[src/hdl/hpbp_pkg.sv]
// Package for the HPACK header block parser: parser phases, event kinds,
// error codes, representation constants and the result record.
// No dependencies.
package hpbp_pkg;

  typedef enum logic [2:0] {
    PH_IDLE,
    PH_IDX_CONT,
    PH_STR_HDR,
    PH_LEN_CONT,
    PH_STR_DATA
  } phase_t;

  typedef enum logic [1:0] {
    EV_DESC,
    EV_LEN,
    EV_BYTE,
    EV_ERR
  } event_kind_t;

  typedef enum logic [1:0] {
    INT_MORE,
    INT_DONE,
    INT_OVERFLOW
  } int_status_t;

  localparam logic [1:0] ERR_NONE     = 2'd0;
  localparam logic [1:0] ERR_UNKNOWN  = 2'd1;
  localparam logic [1:0] ERR_OVERFLOW = 2'd2;
  localparam logic [1:0] ERR_TRUNC    = 2'd3;

  localparam logic [2:0] FT_INDEXED = 3'd0;
  localparam logic [2:0] FT_INCR    = 3'd1;
  localparam logic [2:0] FT_WITHOUT = 3'd3;
  localparam logic [2:0] FT_NEVER   = 3'd5;

  localparam logic [7:0] REP_INDEXED  = 8'h80;
  localparam logic [7:0] REP_INCR     = 8'h40;
  localparam logic [7:0] REP_HIGH_NIB = 8'hF0;
  localparam logic [7:0] REP_NEVER    = 8'h10;
  localparam logic [7:0] MASK_7       = 8'h7F;
  localparam logic [7:0] MASK_6       = 8'h3F;
  localparam logic [7:0] MASK_4       = 8'h0F;

  typedef struct packed {
    event_kind_t kind;
    logic [2:0]  field_type;
    logic [31:0] table_index;
    logic [31:0] string_length;
    logic        huffman_coded;
    logic        is_value;
    logic [7:0]  data_byte;
    logic        field_end;
    logic        block_end;
    logic [1:0]  error_code;
  } event_t;

endpackage

[src/hdl/hpbp_int_step.sv]
// One continuation byte of an HPACK prefix integer: adds 7 bits at the
// current shift and flags overflow beyond INT_WIDTH bits.
// Depends on hpbp_pkg.
module hpbp_int_step
  import hpbp_pkg::*;
#(
  parameter int INT_WIDTH = 32
) (
  input  logic [7:0]                       in_byte,
  input  logic [INT_WIDTH-1:0]             acc,
  input  logic [$clog2(INT_WIDTH+7)-1:0]   shift,
  output logic [INT_WIDTH-1:0]             acc_next,
  output logic [$clog2(INT_WIDTH+7)-1:0]   shift_next,
  output int_status_t                      status
);

  localparam int SHIFT_W = $clog2(INT_WIDTH + 7);

  logic [INT_WIDTH+6:0] chunk_ext;
  logic [INT_WIDTH+6:0] shifted;
  logic [INT_WIDTH:0]   sum;

  assign chunk_ext = {{INT_WIDTH{1'b0}}, in_byte[6:0]};
  assign shifted   = chunk_ext << shift;
  assign sum       = {1'b0, acc} + {1'b0, shifted[INT_WIDTH-1:0]};

  always_comb begin
    acc_next   = acc;
    shift_next = shift;
    if (shift >= SHIFT_W'(INT_WIDTH)) begin
      status = INT_OVERFLOW;
    end else if ((|shifted[INT_WIDTH+6:INT_WIDTH]) || sum[INT_WIDTH]) begin
      status = INT_OVERFLOW;
    end else begin
      acc_next   = sum[INT_WIDTH-1:0];
      shift_next = shift + SHIFT_W'(7);
      status     = in_byte[7] ? INT_MORE : INT_DONE;
    end
  end

endmodule

[src/hdl/hpack_header_block_parser_unit.sv]
// HPACK header block parser, top level: byte decoder state and result
// register. Depends on hpbp_pkg and hpbp_int_step.
//
// Usage: header block bytes enter on the s_ stream, one byte per beat,
// s_tlast on the final byte of a block. Each byte gives zero or one result
// beat on the m_ stream: a field descriptor, a string length, a raw string
// byte or an error. m_tlast marks a result caused by the final block byte.
// Latency: the result appears on m_ the cycle after its byte is accepted.
// Throughput: one byte per cycle while m_ is not stalled; the decode of a byte,
// including one prefix-integer continuation step, sits between the state
// registers and the single result register.
// Stall: while a result waits and m_tready is low, s_tready is low; when
// the result is taken in the same cycle a new byte is accepted.
// After an error all bytes up to and including the next s_tlast are
// dropped without results.
// Reset: rst (synchronous) returns the parser to await the first byte of
// a field and empties the result register.
module hpack_header_block_parser_unit
  import hpbp_pkg::*;
#(
  parameter int INT_WIDTH = 32
) (
  input  logic        clk,
  input  logic        rst,
  input  logic        s_tvalid,
  output logic        s_tready,
  input  logic [7:0]  s_tdata,  // [7:0] in_byte
  input  logic        s_tlast,  // block_last
  output logic        m_tvalid,
  input  logic        m_tready,
  output logic [79:0] m_tdata,  // [2:0] field_type, [34:3] table_index,
                                // [66:35] string_length, [67] huffman_coded,
                                // [68] is_value, [76:69] data_byte,
                                // [77] field_end, [79:78] error_code
  output logic [1:0]  m_tuser,  // [1:0] event_kind
  output logic        m_tlast   // block_end
);

  localparam int SHIFT_W = $clog2(INT_WIDTH + 7);

  phase_t               phase, phase_next;
  logic [INT_WIDTH-1:0] acc, acc_next;
  logic [SHIFT_W-1:0]   shift, shift_next;
  logic [2:0]           current_type, current_type_next;
  logic                 string_is_value, string_is_value_next;
  logic                 string_huffman, string_huffman_next;
  logic [31:0]          bytes_remaining, bytes_remaining_next;
  logic                 skip, skip_next;

  logic [INT_WIDTH-1:0] int_acc;
  logic [SHIFT_W-1:0]   int_shift;
  int_status_t          int_status;

  event_t               ev, result;
  logic                 ev_valid;
  logic                 accept;

  logic [7:0]           b;
  logic                 last;
  logic [7:0]           mask;
  logic [2:0]           ctype;
  logic                 idx_ready, len_ready;
  logic [1:0]           err;
  logic [INT_WIDTH-1:0] value;
  logic [INT_WIDTH+31:0] value_ext;
  logic [31:0]          value32;
  logic [31:0]          rem_dec;

  assign b      = s_tdata;
  assign last   = s_tlast;
  assign accept = s_tvalid && s_tready;

  hpbp_int_step #(
    .INT_WIDTH (INT_WIDTH)
  ) u_int_step (
    .in_byte    (b),
    .acc        (acc),
    .shift      (shift),
    .acc_next   (int_acc),
    .shift_next (int_shift),
    .status     (int_status)
  );

  assign value_ext = {32'b0, value};
  assign value32   = value_ext[31:0];
  assign rem_dec   = bytes_remaining - 32'd1;

  always_comb begin
    phase_next           = phase;
    acc_next             = acc;
    shift_next           = shift;
    current_type_next    = current_type;
    string_is_value_next = string_is_value;
    string_huffman_next  = string_huffman;
    bytes_remaining_next = bytes_remaining;
    skip_next            = skip;
    ev                   = '0;
    ev.block_end         = last;
    ev_valid             = 1'b0;
    err                  = ERR_NONE;
    idx_ready            = 1'b0;
    len_ready            = 1'b0;
    value                = '0;
    mask                 = MASK_7;
    ctype                = current_type;

    if (skip) begin
      if (last) begin
        skip_next  = 1'b0;
        phase_next = PH_IDLE;
      end
    end else begin
      case (phase)
        PH_IDLE: begin
          if ((b & REP_INDEXED) != 8'h00) begin
            ctype = FT_INDEXED;
            mask  = MASK_7;
          end else if ((b & REP_INCR) != 8'h00) begin
            ctype = FT_INCR;
            mask  = MASK_6;
          end else if ((b & REP_HIGH_NIB) == 8'h00) begin
            ctype = FT_WITHOUT;
            mask  = MASK_4;
          end else if ((b & REP_NEVER) != 8'h00) begin
            ctype = FT_NEVER;
            mask  = MASK_4;
          end else begin
            err = ERR_UNKNOWN;
          end
          if (err == ERR_NONE) begin
            current_type_next = ctype;
            if ((b & mask) != mask) begin
              value     = INT_WIDTH'(b & mask);
              idx_ready = 1'b1;
            end else begin
              acc_next   = INT_WIDTH'(mask);
              shift_next = '0;
              phase_next = PH_IDX_CONT;
            end
          end
        end
        PH_IDX_CONT, PH_LEN_CONT: begin
          case (int_status)
            INT_OVERFLOW: err = ERR_OVERFLOW;
            INT_DONE: begin
              acc_next   = int_acc;
              shift_next = int_shift;
              value      = int_acc;
              if (phase == PH_IDX_CONT) begin
                idx_ready = 1'b1;
              end else begin
                len_ready = 1'b1;
              end
            end
            INT_MORE: begin
              acc_next   = int_acc;
              shift_next = int_shift;
            end
            default: err = ERR_OVERFLOW;
          endcase
        end
        PH_STR_HDR: begin
          string_huffman_next = b[7];
          if (b[6:0] != MASK_7[6:0]) begin
            value     = INT_WIDTH'(b[6:0]);
            len_ready = 1'b1;
          end else begin
            acc_next   = INT_WIDTH'(MASK_7);
            shift_next = '0;
            phase_next = PH_LEN_CONT;
          end
        end
        PH_STR_DATA: begin
          bytes_remaining_next = rem_dec;
          ev_valid         = 1'b1;
          ev.kind          = EV_BYTE;
          ev.field_type    = current_type;
          ev.huffman_coded = string_huffman;
          ev.is_value      = string_is_value;
          ev.data_byte     = b;
          if (rem_dec == 32'd0) begin
            if (string_is_value) begin
              ev.field_end = 1'b1;
              phase_next   = PH_IDLE;
            end else begin
              string_is_value_next = 1'b1;
              phase_next           = PH_STR_HDR;
            end
          end
        end
        default: phase_next = PH_IDLE;
      endcase

      if (idx_ready) begin
        if (ctype != FT_INDEXED && value == '0) begin
          ctype = ctype + 3'd1;
        end
        current_type_next = ctype;
        ev_valid          = 1'b1;
        ev.kind           = EV_DESC;
        ev.field_type     = ctype;
        ev.table_index    = value32;
        if (ctype == FT_INDEXED) begin
          ev.field_end = 1'b1;
          phase_next   = PH_IDLE;
        end else begin
          string_is_value_next = (value != '0);
          phase_next           = PH_STR_HDR;
        end
      end

      if (len_ready) begin
        bytes_remaining_next = value32;
        ev_valid         = 1'b1;
        ev.kind          = EV_LEN;
        ev.field_type    = current_type;
        ev.string_length = value32;
        ev.huffman_coded = string_huffman_next;
        ev.is_value      = string_is_value;
        if (value32 == 32'd0) begin
          if (string_is_value) begin
            ev.field_end = 1'b1;
            phase_next   = PH_IDLE;
          end else begin
            string_is_value_next = 1'b1;
            phase_next           = PH_STR_HDR;
          end
        end else begin
          phase_next = PH_STR_DATA;
        end
      end

      if (err != ERR_NONE) begin
        ev            = '0;
        ev.kind       = EV_ERR;
        ev.block_end  = last;
        ev.error_code = err;
        ev_valid      = 1'b1;
        phase_next    = PH_IDLE;
        skip_next     = !last;
      end else if (last && phase_next != PH_IDLE) begin
        ev            = '0;
        ev.kind       = EV_ERR;
        ev.block_end  = 1'b1;
        ev.error_code = ERR_TRUNC;
        ev_valid      = 1'b1;
        phase_next    = PH_IDLE;
      end
    end
  end

  always_ff @(posedge clk) begin
    if (rst) begin
      phase           <= PH_IDLE;
      acc             <= '0;
      shift           <= '0;
      current_type    <= '0;
      string_is_value <= 1'b0;
      string_huffman  <= 1'b0;
      bytes_remaining <= '0;
      skip            <= 1'b0;
    end else if (accept) begin
      phase           <= phase_next;
      acc             <= acc_next;
      shift           <= shift_next;
      current_type    <= current_type_next;
      string_is_value <= string_is_value_next;
      string_huffman  <= string_huffman_next;
      bytes_remaining <= bytes_remaining_next;
      skip            <= skip_next;
    end
  end

  // result register; refilled in the cycle the old beat is taken
  assign s_tready = !m_tvalid || m_tready;

  always_ff @(posedge clk) begin
    if (rst) begin
      m_tvalid <= 1'b0;
    end else if (accept) begin
      m_tvalid <= ev_valid;
    end else if (m_tready) begin
      m_tvalid <= 1'b0;
    end
  end

  always_ff @(posedge clk) begin
    if (accept && ev_valid) begin
      result <= ev;
    end
  end

  assign m_tuser = result.kind;
  assign m_tlast = result.block_end;
  assign m_tdata = {result.error_code, result.field_end, result.data_byte,
                    result.is_value, result.huffman_coded, result.string_length,
                    result.table_index, result.field_type};

`ifndef SYNTHESIS
  a_err_clean: assert property (@(posedge clk) disable iff (rst)
    m_tvalid && result.kind == EV_ERR |-> !result.field_end && result.field_type == 3'd0)
    else $error("error beat carries field data");

  a_indexed_ends: assert property (@(posedge clk) disable iff (rst)
    m_tvalid && result.kind == EV_DESC && result.field_type == FT_INDEXED
    |-> result.field_end)
    else $error("indexed descriptor without field end");

  a_last_idles: assert property (@(posedge clk) disable iff (rst)
    accept && s_tlast |=> phase == PH_IDLE && !skip)
    else $error("parser not idle after block end");

  a_skip_silent: assert property (@(posedge clk) disable iff (rst)
    accept && skip |=> !m_tvalid)
    else $error("result produced while skipping");

  a_reset_empty: assert property (@(posedge clk)
    rst |=> !m_tvalid)
    else $error("result register not cleared by reset");
`endif

endmodule

[config.mk]
export PLATFORM = sky130hd
export DESIGN_NAME = hpack_header_block_parser_unit
export DESIGN_NICKNAME = d
export VERILOG_FILES = /design/src/hdl/hpbp_pkg.sv /design/src/hdl/hpbp_int_step.sv /design/src/hdl/hpack_header_block_parser_unit.sv
export SDC_FILE = /design/constraint.sdc
export NUM_CORES = 1
export LEC_CHECK = 0
export BUFFER_PORTS_ARGS = -buffer_cell sky130_fd_sc_hd__buf_2
export CORE_AREA = 10 10 232 124
export DETAILED_ROUTE_END_ITERATION = 8
export DIE_AREA = 0 0 242 134
export GPL_TIMING_DRIVEN = 0
export PLACE_DENSITY = 0.63
export SYNTH_ARGS = -nofsm -noshare
export SYNTH_HDL_FRONTEND = slang
export SYNTH_SLANG_ARGS = --single-unit
[constraint.sdc]
create_clock -name clk -period 14 [get_ports clk]
set_input_delay 1.4 -clock clk [delete_from_list [all_inputs] [get_ports clk]]
set_output_delay 1.4 -clock clk [all_outputs]
set_load 0.01 [all_outputs]
# Word-level counts from Yosys, hierarchy flattened
# Index checks and enable logic that the tools add are counted.
classes:
  magnitude_cmp: 1
  add_sub_neg: 4
  n_shift: 1
  n_reduce_logical: 38
  mux: 113
  n_eq_ne: 14
  bitwise: 6
ops:
  columns: ["cell", "count"]
  rows:
  - ["32-bit 2-to-1 mux", 11]
  - ["32-bit one-hot mux with 3 select lines", 2]
  - ["83-bit 2-to-1 mux", 2]
  - ["32-bit logical NOT", 3]
  - ["3-bit 2-to-1 mux", 25]
  - ["1-bit 2-to-1 mux", 40]
  - ["7-bit by 6-bit left shift with 39-bit output", 1]
  - ["37-bit 2-to-1 mux", 1]
  - ["6-bit 2-to-1 mux", 6]
  - ["7-bit 2-to-1 mux", 5]
  - ["34-bit 2-to-1 mux", 1]
  - ["32-bit by 32-bit adder with 33-bit output", 1]
  - ["8-bit 2-to-1 mux", 4]
  - ["32-bit nonzero test", 1]
  - ["32-bit by 1-bit subtractor with 32-bit output, second input constant", 1]
  - ["6-bit one-hot mux with 3 select lines", 1]
  - ["8-bit bitwise AND", 2]
  - ["2-bit 2-to-1 mux", 8]
  - ["2-bit inequality test, second input constant", 7]
  - ["3-bit one-hot mux with 4 select lines", 1]
  - ["4-bit OR reduction", 3]
  - ["11-bit 2-to-1 mux", 1]
  - ["5-bit 2-to-1 mux", 2]
  - ["2-bit nonzero test", 5]
  - ["27 further kinds", 43]
word_totals:
  output_inout_bits: 85
  register_bits: 163
  wordCells: 196

# Longest topological paths before layout
# Gate-level depths: netlist of run 1.
depth:
  ltp_word: 28
  ltp_mapped: 26

# Modules after synthesis
# From an unflattened synthesis of run 1, not the netlist that was laid out.
hier_totals:
  hier_cells: 1337
  area_unflattened_um2: 11071.9
by_module_without_submodules:
  columns: ["module", "area_each_um2", "cells_per_inst", "n_inst", "seq_area_each_um2"]
  rows:
  - ["hpack_header_block_parser_unit", 8466.9, 933, 1, 4093.9]
  - ["hpbp_int_step", 2605.0, 404, 1, 0.0]

# Least setup slack after synthesis of run 1
# Ideal clock, no wire load.
synth_path:
  path_type: "input -> register"
  from: "input s_tdata[4]"
  to: "register result, in the netlist m_tdata[0], enable pin"
  cell_stages: 23
  n_path_buf: 3
  slack_ns: 6.033
  t_arrival_ns: 7.531
  required_time_ns: 13.563
  cell_sequence: "clkbuf_1 > mux2_2 > o21a_1 > inv_1 > o21ai_0 > a32o_1 > and2_1 > ha_1 > buf_2 > nand2_1 > nor2_1 > nand3_2 > a211o_1 > and2_4 > mux2i_1 > a31oi_1 > or4b_4 > or4b_1 > buf_2 > a21oi_1 > o41a_1 > o41ai_1 > inv_1"
synth_between:
  elab_chain_len: 28
  elab_cells_between_ends: 81
synth_rtl:
  columns: ["element", "line_no", "source"]
  rows:
  - ["start, declared", "hpack_header_block_parser_unit.sv:27", "input logic [7:0] s_tdata,"]
  - ["parallel branches: the longest is 25 deep, another holds 32-bit by 32-bit adder with 33-bit output", null, null]
  - ["1-bit 2-to-1 mux *", "hpack_header_block_parser_unit.sv:233", "if (err != ERR_NONE) begin"]
  - ["1-bit 2-to-1 mux *", "hpack_header_block_parser_unit.sv:107", "if (skip) begin"]
  - ["1-bit logical AND *", "hpack_header_block_parser_unit.sv:288", "if (accept && ev_valid) begin"]
  - ["end signal, assigned", "hpack_header_block_parser_unit.sv:289", "result <= ev;"]
  - ["end, declared", "hpack_header_block_parser_unit.sv:54", "event_t ev, result;"]
# Every way passes the cells marked *. The select of a mux whose other input is x is not followed.
# A chain may end at the register's enable or synchronous reset.

# Worst setup path after layout of run 1
layout_path:
  from: "input s_tdata[4]"
  to: "register result, in the netlist m_tdata[59], data pin"
layout_between:
  elab_chain_len: 25
  elab_cells_between_ends: 77
layout_rtl:
  columns: ["element"]
  rows:
  - ["parallel branches: the longest is 25 deep, another holds 32-bit by 32-bit adder with 33-bit output"]
# Parallel ways; which one is timed is not known. The select of a mux whose other input is x is not followed.

==> impl_metrics.json, run 1 <==
{
  "run_status": "complete, no violations",
  "worst-r2r-setup-slack_ps": 5020,
  "share_of_final_layout_standard_cells_stronger_than_drive_strength_1": 0.140,
  "insertion_delay_ps": 460,
  "slowest_stage": "sky130_fd_sc_hd__xnor2_1",
  "regToRegStartpoint": "shift[1]",
  "cts.htree.levels": 4,
  "synth_seq_area_share": 0.375,
  "start_util": 0.442,
  "portBuffers": 96,
  "setup_repair_after_global_routing_missed_its_margin": "false",
  "start_kind": "input port",
  "worst_setup_end_kind": "flip-flop",
  "cellPowerDensity_nw_per_um2": 105,
  "routedWlPerCell_um": 24.7,
  "irDropWorstVdd_uv": 67.0,
  "worst_clock_skew_ps": 15.9,
  "cts.repair_timing.setup_buffer_count": 0,
  "vertical_die_dimension_um": 134,
  "cts_root_buffer": "sky130_fd_sc_hd__clkbuf_16",
  "vias_per_cell": 6.32,
  "synthTopCellsByArea": "sky130_fd_sc_hd__edfxtp_1 23%, sky130_fd_sc_hd__dfxtp_1 15%, sky130_fd_sc_hd__nor2_1 6.5%",
  "initial_antenna_violation_count": 1,
  "drt-pass1-iter-count": 6,
  "remaining_drc_errors": 0,
  "period_share": 0.695,
  "grt_start_max_net_pins": 65,
  "hold-path-endpoint": "string_huffman",
  "finalHoldViolCount": 0,
  "nFillCells": 2428,
  "slew_worst_pin_ps": 1390,
  "drtIter0Drc": 1703,
  "grt_first_pass_wirelength_um": 65300,
  "period_needed_ps": 9720,
  "worstSetupPathType": "in2reg",
  "reg2reg_to": "m_tdata[59]",
  "grt_use_total": 0.266,
  "gp_routability_congestion": 1.02,
  "synth_largest_type_area_fraction": 0.228,
  "layout.nets": 1507,
  "power_leakage_uw": 0.00458,
  "num_antenna_cells": 0,
  "synth.ff_latch_count": 163,
  "final_cells": 1813,
  "cts.clk_slew.worst_paths_ps": 80,
  "gr-total-overflow": 0,
  "worst_r2r_path_depth": 25,
  "holdCritStartpoint": "string_huffman",
  "ys.flop_type": "sky130_fd_sc_hd__edfxtp_1",
  "synthToLayoutAreaGrowth_pct": 13.9,
  "tritoncts": "done",
  "tritoncts.num_buffers": 17,
  "setup_total_negative_slack_ps": 0,
  "setup_viol": 0,
  "slew-limit-headroom": 0.0677,
  "critPathMaxFanout": 10,
  "ys_types": 92,
  "final_cell_area_um2": 12400,
  "total_power_uw": 1310,
  "ios": 98,
  "postRouteAntennaNets": 0,
  "hold_path_class": "reg2reg",
  "floorplan.die.width_um": 242,
  "syn_nets": 1390,
  "fmax_mhz": 103,
  "netlist_area_um2": 10900,
  "placeable_core_region_um2": 24700,
  "slew_viol_final": 0,
  "critical_path.max_stage_delay_ps": 1080,
  "drt-total-wl_um": 44700,
  "cts_buffer_depth": 2,
  "route.vias.total": 11500,
  "synth-async-reset-ratio": 0,
  "multi_input_area_um2": 6290,
  "cp_data_required_time_ps": 14200,
  "cp.arrival_ps": 9920,
  "numPlacedInstances": 1780,
  "count_of_mapped_cells_out_of_synthesis": 1339,
  "syn_avg_cell_area_um2": 8.16,
  "synth_edf_count": 83,
  "netlist.top_cell.by_area": "sky130_fd_sc_hd__edfxtp_1",
  "cts_repair_resize_count": 0,
  "grt_pass1_vias": 9928,
  "synthesis.yosys.warnings": 0,
  "rows": 41,
  "cts_sinks": 163,
  "placed_cell_area_um2": 11900,
  "cts_hold_buf": 0,
  "die_area_um2": 32400,
  "maxCapViolations": 0,
  "dpl.hpwl_um": 34200,
  "layout.cells.most_common": "sky130_fd_sc_hd__nor2_1",
  "final_cell_mix": "190 x sky130_fd_sc_hd__nor2_1, 117 x sky130_fd_sc_hd__a21oi_1, 115 x sky130_fd_sc_hd__buf_2, 114 x sky130_fd_sc_hd__nand2_1, 94 x sky130_fd_sc_hd__nor3_1",
  "min_path_cells": 2,
  "sequential_cell_area_um2": 4090
}
-- stage by stage --
step	setup WS [ps]	utilization	hold slack [ps]
2_1_floorplan	6030	-	432
3_3_place_gp	2970	0.479	443
5_1_grt	4050	0.503	501
3_5_place_dp	4420	0.480	445
4_1_cts	4890	0.503	456
6_report	4280	0.503	462
-- cells in the mapped netlist (23+ instances only) --
cell	instances
sky130_fd_sc_hd__a21oi_1	117
sky130_fd_sc_hd__a22oi_1	23
sky130_fd_sc_hd__clkbuf_1	71
sky130_fd_sc_hd__dfxtp_1	80
sky130_fd_sc_hd__edfxtp_1	83
sky130_fd_sc_hd__ha_1	37
sky130_fd_sc_hd__inv_1	35
sky130_fd_sc_hd__nand2_1	114
sky130_fd_sc_hd__nand3_1	27
sky130_fd_sc_hd__nor2_1	190
sky130_fd_sc_hd__nor3_1	94
sky130_fd_sc_hd__o21ai_0	86
-- state kept, by name, summed over array words and instances, names as in the netlist --
signal	count
bytes_remaining	32
m_tvalid	1
m_tlast	1
string_is_value	1
current_type	3
acc	32
phase	3
m_tdata	80
m_tuser	2
skip	1
shift	6
string_huffman	1
-- metal layers --
layer,routed length (um),global-route usage,vias to the layer above
met2,15400,0.306,868
li1,-,-,5133
met1,20500,0.402,5403
met5,0,0,-
met4,696,0.0650,0
met3,8130,0.139,48
-- worst max-delay path, delay by kind of cell --
family / cells / cell delay [ps]
mux: 1 / 390
simple gates: 7 / 1610
buf+inv: 5 / 1650
compound gates: 11 / 3340
xor+xnor: 1 / 1080
fa+ha+maj: 1 / 430
-- final cells by class --
type | count | share of cell area
multi-input combinational | 1043 | 0.505
tap | 344 | 0.0346
buffer | 97 | 0.0330
timing repair buffer | 98 | 0.0412
clock buffer | 17 | 0.0342
sequential | 163 | 0.329
inverter | 36 | 0.0111
clock inverter | 15 | 0.0114
-- power by group --
part           internal [uW]  leakage, uW  total, uW  switching [uW]
Combinational           94.8      0.00283        294             199
Sequential               532      0.00148        545            13.1
Clock                    235     0.000271        468             232
Total                    862      0.00458       1310             444
-- how the worst max path moves through the flow --
stage,startpoint,end,slack [ps],depth (start not counted)
after floorplan,s_tdata[4],m_tdata[0],6030,23
after global placement,s_tdata[4],m_tdata[32],2970,24
after detailed placement,s_tdata[4],m_tdata[59],4420,26
after CTS,s_tdata[4],m_tdata[59],4890,26
after global routing,s_tdata[4],m_tdata[64],4050,26
final,s_tdata[4],m_tdata[59],4280,26
-- kinds of logic (layout without fill, tap and decap cells) --
logic type | after synthesis | count (layout) | share of synthesized area
AND/OR/NAND/NOR | 584 | 584 | 0.267
AO/OA/AOI/OAI | 360 | 360 | 0.212
flip-flops | 163 | 163 | 0.375
buffers and inverters | 133 | 263 | 0.0499
XOR/XNOR | 42 | 42 | 0.0344
adder cells (fa/ha/maj) | 38 | 38 | 0.0442
multiplexers | 19 | 19 | 0.0177
(Power assumes the default switching activity.)
==> run 2: changes to the inputs <==
--- a/config.mk
+++ b/config.mk
@@ -10,7 +10,7 @@
 export DETAILED_ROUTE_END_ITERATION = 8
 export DIE_AREA = 0 0 242 134
 export GPL_TIMING_DRIVEN = 0
-export PLACE_DENSITY = 0.63
+export PLACE_DENSITY = 0.66
 export SYNTH_ARGS = -nofsm -noshare
 export SYNTH_HDL_FRONTEND = slang
 export SYNTH_SLANG_ARGS = --single-unit
==> constraint.sdc (replaced) <==
create_clock -name clk -period 8.4 [get_ports clk]
set_input_delay 0.84 -clock clk [delete_from_list [all_inputs] [get_ports clk]]
set_output_delay 0.84 -clock clk [all_outputs]
set_load 0.01 [all_outputs]
==> run 2 against run 1 <==
Effect of this change: sequential share of layout area is 0.18 points lower; core utilization is 0.27 points higher; register-to-register slack lost 4500 ps; non-clock buffer count is the same; power up 68%; global-route usage up 0.29 points; sequential power rose by 67%; largest cell class unchanged; highest routed layer is now met5.
==> impl_metrics.json, run 2 (synthesis gave the netlist of run 1 again) <==
{
  "worstSetupPathType": "in2reg",
  "start_kind": "input port",
  "tritoncts.num_buffers": 17,
  "placed_cell_area_um2": 11900,
  "vertical_die_dimension_um": 134,
  "holdCritStartpoint": "string_huffman",
  "num_antenna_cells": 0,
  "synthToLayoutAreaGrowth_pct": 14.5,
  "cts_sinks": 163,
  "cp.arrival_ps": 8170,
  "met2_wirelength_um": 14900,
  "die_area_um2": 32400,
  "routedWlPerCell_um": 24.7,
  "utilization": 0.506,
  "route.vias.total": 11400,
  "highest_layer": "met5",
  "layout.cells.most_common": "sky130_fd_sc_hd__nor2_1",
  "critPathMaxFanout": 68,
  "maxCapViolations": 0,
  "portBuffers": 96,
  "critical_path.max_stage_delay_ps": 710,
  "final_cell_mix": "190 x sky130_fd_sc_hd__nor2_1, 116 x sky130_fd_sc_hd__a21oi_1, 115 x sky130_fd_sc_hd__buf_2, 114 x sky130_fd_sc_hd__nand2_1, 94 x sky130_fd_sc_hd__nor3_1",
  "hold-path-endpoint": "string_huffman",
  "hold_path_class": "reg2reg",
  "share_of_final_layout_standard_cells_stronger_than_drive_strength_1": 0.144,
  "setup_repair_after_global_routing_missed_its_margin": "false",
  "setup_viol": 0,
  "gr-total-overflow": 0,
  "grt_pass1_vias": 10200,
  "reg2reg_to": "m_tdata[24]",
  "rows": 41,
  "cts_root_buffer": "sky130_fd_sc_hd__clkbuf_16",
  "cts.htree.levels": 4,
  "finalHoldViolCount": 0,
  "ios": 98,
  "placeable_core_region_um2": 24700,
  "final_cells": 1813,
  "cp_data_required_time_ps": 8550,
  "floorplan.die.width_um": 242,
  "worst-r2r-setup-slack_ps": 500,
  "regToRegStartpoint": "shift[0]",
  "wl_met3_um": 7860,
  "final_cell_area_um2": 12500,
  "worst_r2r_path_depth": 21,
  "cellPowerDensity_nw_per_um2": 176,
  "power_leakage_uw": 0.00459,
  "start_util": 0.442,
  "crit_path_cell_trace": "buf_2 > clkbuf_1 > mux2_2 > o21a_1 > inv_1 > o21ai_0 > a32o_1 > and2_1 > ha_1 > buf_2 > nand2_1 > nor2_1 > nand3_2 > a211o_1 > a21oi_1 > mux2i_4 > and3_1 > a41oi_2 > or3_4 > a22o_1 > o41a_1 > o41ai_1 > inv_4 > buf_16",
  "dpl.hpwl_um": 34700,
  "slew_worst_pin_ps": 1280,
  "worst_clock_skew_ps": 12.8,
  "cts.clk_slew.worst_paths_ps": 70,
  "drtIter0Drc": 1594,
  "path_common_cell": "sky130_fd_sc_hd__buf_2",
  "tritoncts": "done",
  "period_needed_ps": 8010,
  "min_path_cells": 2,
  "numPlacedInstances": 1780,
  "nFillCells": 2424,
  "critical_path.top_delay_family": "compound AO/OA/AOI/OAI gates",
  "worst_setup_end_kind": "flip-flop",
  "vias_per_cell": 6.28,
  "initial_antenna_violation_count": 2,
  "wl_met1_um": 21200,
  "drt-total-wl_um": 44800,
  "drt-pass1-iter-count": 5,
  "insertion_delay_ps": 460,
  "grt_start_max_net_pins": 69,
  "run_status": "complete, no violations",
  "cts_buffer_depth": 2,
  "irDropWorstVdd_uv": 117,
  "largest_register_ff_count": 80,
  "cp_num_buf_inv": 6,
  "remaining_drc_errors": 0,
  "period_share": 0.954,
  "grt_use_total": 0.269,
  "cts_hold_buf": 0,
  "grt_first_pass_wirelength_um": 66900,
  "layout.nets": 1507,
  "slowest_stage": "sky130_fd_sc_hd__o41ai_1",
  "slew_viol_final": 0,
  "postRouteAntennaNets": 0,
  "gp_routability_congestion": 0.977,
  "fmax_mhz": 125,
  "slew-limit-headroom": 0.143
}
## run 2: cell types whose count changed in the layout (fill, tap and decap cells not counted), sizes merged
cell | before | now
bufinv | 0 | 2
clkinvlp | 3 | 4
inv | 44 | 39
buf | 123 | 125
clkbuf | 89 | 87
clkinv | 4 | 6
## run 2: worst max-delay path by stage
| stage | start | to | cells past startpoint |
|---|---|---|---|
| floorplan | s_tdata[4] | m_tdata[0] | 23 |
| global placement | s_tdata[4] | m_tdata[32] | 24 |
| detailed placement | s_tdata[4] | m_tdata[65] | 26 |
| CTS | s_tdata[4] | m_tdata[64] | 26 |
| global route | s_tdata[4] | m_tdata[32] | 24 |
| finish | s_tdata[4] | m_tdata[24] | 24 |
## run 2: per-layer routing
| layer | vias up | GRT usage |
|---|---|---|
| met2 | 848 | 0.309 |
| met1 | 5325 | 0.415 |
| li1 | 5142 | - |
| met4 | 2 | 0.0587 |
| met5 | - | 0 |
| met3 | 63 | 0.130 |
## run 2: worst min-delay path, delay by kind of cell (launching register included)
kind | cells | cell delay, ps
AND/OR/NAND/NOR | 1 | 50
AO/OA/AOI/OAI | 1 | 60
flip-flops | 1 | 310
## run 2: power breakdown
group          switching, uW  internal (uW)
Combinational            328            158
Sequential              21.8            887
Clock                    367            440
## run 2: through the flow
step                      power [uW]  setup TNS, ps  setup WS [ps]  hold WS (ps)
after detailed placement        1390         -36060           -500           454
after CTS                       2180              0            156           464
after global routing            2280              0            199           509
after global placement          1390        -186340          -2080           449
after floorplan                 1230              0            993           432
final                           2200              0            388           467
## run 2: repair_timing
item | 4_1_cts | 5_1_grt
setup endpoints to repair | 10 | 115
gates resized for setup | 1 | 6
pin swaps | 0 | 1
buffers inserted | 0 | 2
## run 2: final cells by class
| class | instances | area [um^2] | share of cell area |
|---|---|---|---|
| clock inverter | 15 | 158 | 0.0126 |
| clock buffer | 17 | 425 | 0.0340 |
| inverter | 36 | 138 | 0.0110 |
| buffer | 96 | 407 | 0.0325 |
| timing repair buffer | 99 | 523 | 0.0418 |
| multi-input combinational | 1043 | 6330 | 0.506 |
| sequential | 163 | 4090 | 0.327 |
| tap | 344 | 430 | 0.0344 |
==> run 3: changes to the inputs <==
--- a/config.mk
+++ b/config.mk
@@ -6,9 +6,9 @@
 export NUM_CORES = 1
 export LEC_CHECK = 0
 export BUFFER_PORTS_ARGS = -buffer_cell sky130_fd_sc_hd__buf_2
-export CORE_AREA = 10 10 232 124
+export CORE_AREA = 10 10 176 161
 export DETAILED_ROUTE_END_ITERATION = 8
-export DIE_AREA = 0 0 242 134
+export DIE_AREA = 0 0 186 171
 export GPL_TIMING_DRIVEN = 0
 export PLACE_DENSITY = 0.66
 export SYNTH_ARGS = -nofsm -noshare
==> run 3 against run 2 <==
Effect of this change: the run now ends with max-capacitance violations, max-slew violations left; sequential power is essentially flat; clock skew is essentially flat; routed wire length shrank 7.9%; cell count shrank 1.8%; sequential cell count is the same; largest power group unchanged.
==> impl_metrics.json, run 3 (synthesis gave the netlist of run 1 again) <==
{
  "run_status": "finished, violations left",
  "failed_checks": "max-capacitance violations, max-slew violations",
  "ios": 98,
  "num_antenna_cells": 0,
  "slew-limit-headroom": -0.0363,
  "slowest_stage": "sky130_fd_sc_hd__a211oi_1",
  "start_kind": "input port",
  "routedWlPerCell_um": 23.2,
  "drt-total-wl_um": 41200,
  "dpl.hpwl_um": 31100,
  "tritoncts.num_buffers": 17,
  "vertical_die_dimension_um": 171,
  "worst_clock_skew_ps": 13.2,
  "final_cell_area_um2": 12400,
  "gp_routability_congestion": 1.01,
  "remaining_drc_errors": 0,
  "start_util": 0.441,
  "initial_antenna_violation_count": 0,
  "cts_buffer_depth": 2,
  "insertion_delay_ps": 450,
  "setup_repair_after_global_routing_missed_its_margin": "false",
  "cp.arrival_ps": 8270,
  "final_cell_mix": "190 x sky130_fd_sc_hd__nor2_1, 117 x sky130_fd_sc_hd__a21oi_1, 115 x sky130_fd_sc_hd__buf_2, 114 x sky130_fd_sc_hd__nand2_1, 94 x sky130_fd_sc_hd__nor3_1",
  "largest_register_ff_count": 80,
  "placeable_core_region_um2": 24800,
  "cts_hold_buf": 0,
  "cts.clk_slew.worst_paths_ps": 70,
  "slew_worst_pin_ps": 1550,
  "period_share": 0.965,
  "irDropWorstVdd_uv": 138,
  "layout.nets": 1506,
  "die_area_um2": 31800,
  "gr-total-overflow": 0,
  "fin_ws_ps": 290,
  "total_power_uw": 2180,
  "worstSetupPathType": "in2reg",
  "placed_cell_area_um2": 11800,
  "grt_start_max_net_pins": 52,
  "cts.repair_timing.setup_buffer_count": 0,
  "worst_setup_end_kind": "flip-flop",
  "period_needed_ps": 8110,
  "grt_use_total": 0.256,
  "floorplan.die.width_um": 186,
  "tritoncts": "done",
  "rows": 55,
  "cts.htree.levels": 4,
  "drtIter0Drc": 1267,
  "setup_viol": 0,
  "critical_path.max_stage_delay_ps": 1190,
  "synthToLayoutAreaGrowth_pct": 13.6,
  "postRouteAntennaNets": 0,
  "portBuffers": 96,
  "post-place-ws_ps": 116,
  "grt_pass1_vias": 10200,
  "cts_repair_resize_count": 0,
  "cellPowerDensity_nw_per_um2": 175,
  "slew_viol_final": 5,
  "crit_path_cell_trace": "buf_2 > clkbuf_1 > mux2_2 > nand2_1 > o21ai_0 > o21ai_0 > nor2_1 > ha_1 > buf_2 > a21oi_1 > o21ai_1 > a211oi_2 > nand2_1 > nand4_1 > o21ai_0 > a211oi_1 > o41a_1 > or4b_1 > buf_2 > a21oi_1 > o41a_1 > o41ai_1 > inv_4 > buf_16",
  "hold_path_class": "reg2reg",
  "power_leakage_uw": 0.00458,
  "cp_data_required_time_ps": 8560,
  "route.vias.total": 11200,
  "finalHoldViolCount": 0,
  "share_of_final_layout_standard_cells_stronger_than_drive_strength_1": 0.139,
  "cts_sinks": 163,
  "cts_root_buffer": "sky130_fd_sc_hd__clkbuf_16",
  "fmax_mhz": 123,
  "nFillCells": 2419,
  "grt_first_pass_wirelength_um": 62100,
  "vias_per_cell": 6.27,
  "drt-pass1-iter-count": 6,
  "critPathMaxFanout": 51,
  "layout.cells.most_common": "sky130_fd_sc_hd__nor2_1",
  "maxCapViolations": 1
}
-- run 3: cell types whose count changed in the layout (fill, tap and decap cells not counted), sizes merged --
cell,delta
buf,-2
clkinvlp,-2
bufinv,-2
clkbuf,+1
inv,+4
-- run 3: worst paths after layout --
check	startpoint	endpoint	slack, ps	depth (start not counted)
hold / removal	acc[13]	acc[13]	470	2
hold reg to reg	acc[13]	acc[13]	470	2
setup / recovery	s_tdata[6]	m_tdata[18]	290	24
setup reg to reg	shift[1]	m_tdata[18]	450	24
-- run 3: area by class of cell --
type                       count  area (um^2)  area share
inverter                      36          138      0.0111
clock inverter                15          161      0.0130
clock buffer                  17          425      0.0343
multi-input combinational   1043         6290       0.506
timing repair buffer          97          508      0.0409
sequential                   163         4090       0.330
tap                          313          392      0.0315
buffer                        97          410      0.0331
-- run 3: power by group --
part / internal (uW) / leakage (uW) / switching (uW)
registers: 886 / 0.00148 / 20.6
logic: 158 / 0.00283 / 320
clock network: 397 / 0.000279 / 397
total: 1440 / 0.00458 / 737
-- run 3: layer usage --
layer / vias up / routed length [um] / global-route usage
met3: 74 / 4840 / 0.0708
met4: 0 / 1070 / 0.0851
met1: 5274 / 18300 / 0.361
li1: 5152 / - / -
met5: - / 0 / 0
met2: 659 / 17000 / 0.365
-- run 3: stage by stage --
step / instances / hold WS [ps] / setup TNS [ps] / util
global placement: 1748 / 450 / -103660 / 0.476
floorplan: 1339 / 432 / 0 / -
global route: 1781 / 489 / 0 / 0.501
CTS: 1781 / 467 / 0 / 0.501
detailed placement: 1749 / 451 / 0 / 0.477
finish: 1781 / 465 / 0 / 0.501
-- run 3: worst max-delay path: cells and delay by family --
family,cells,cell delay [ps]
simple gates,5,790
mux,1,310
fa+ha+maj,1,250
buf+inv,6,1530
compound gates,11,4480
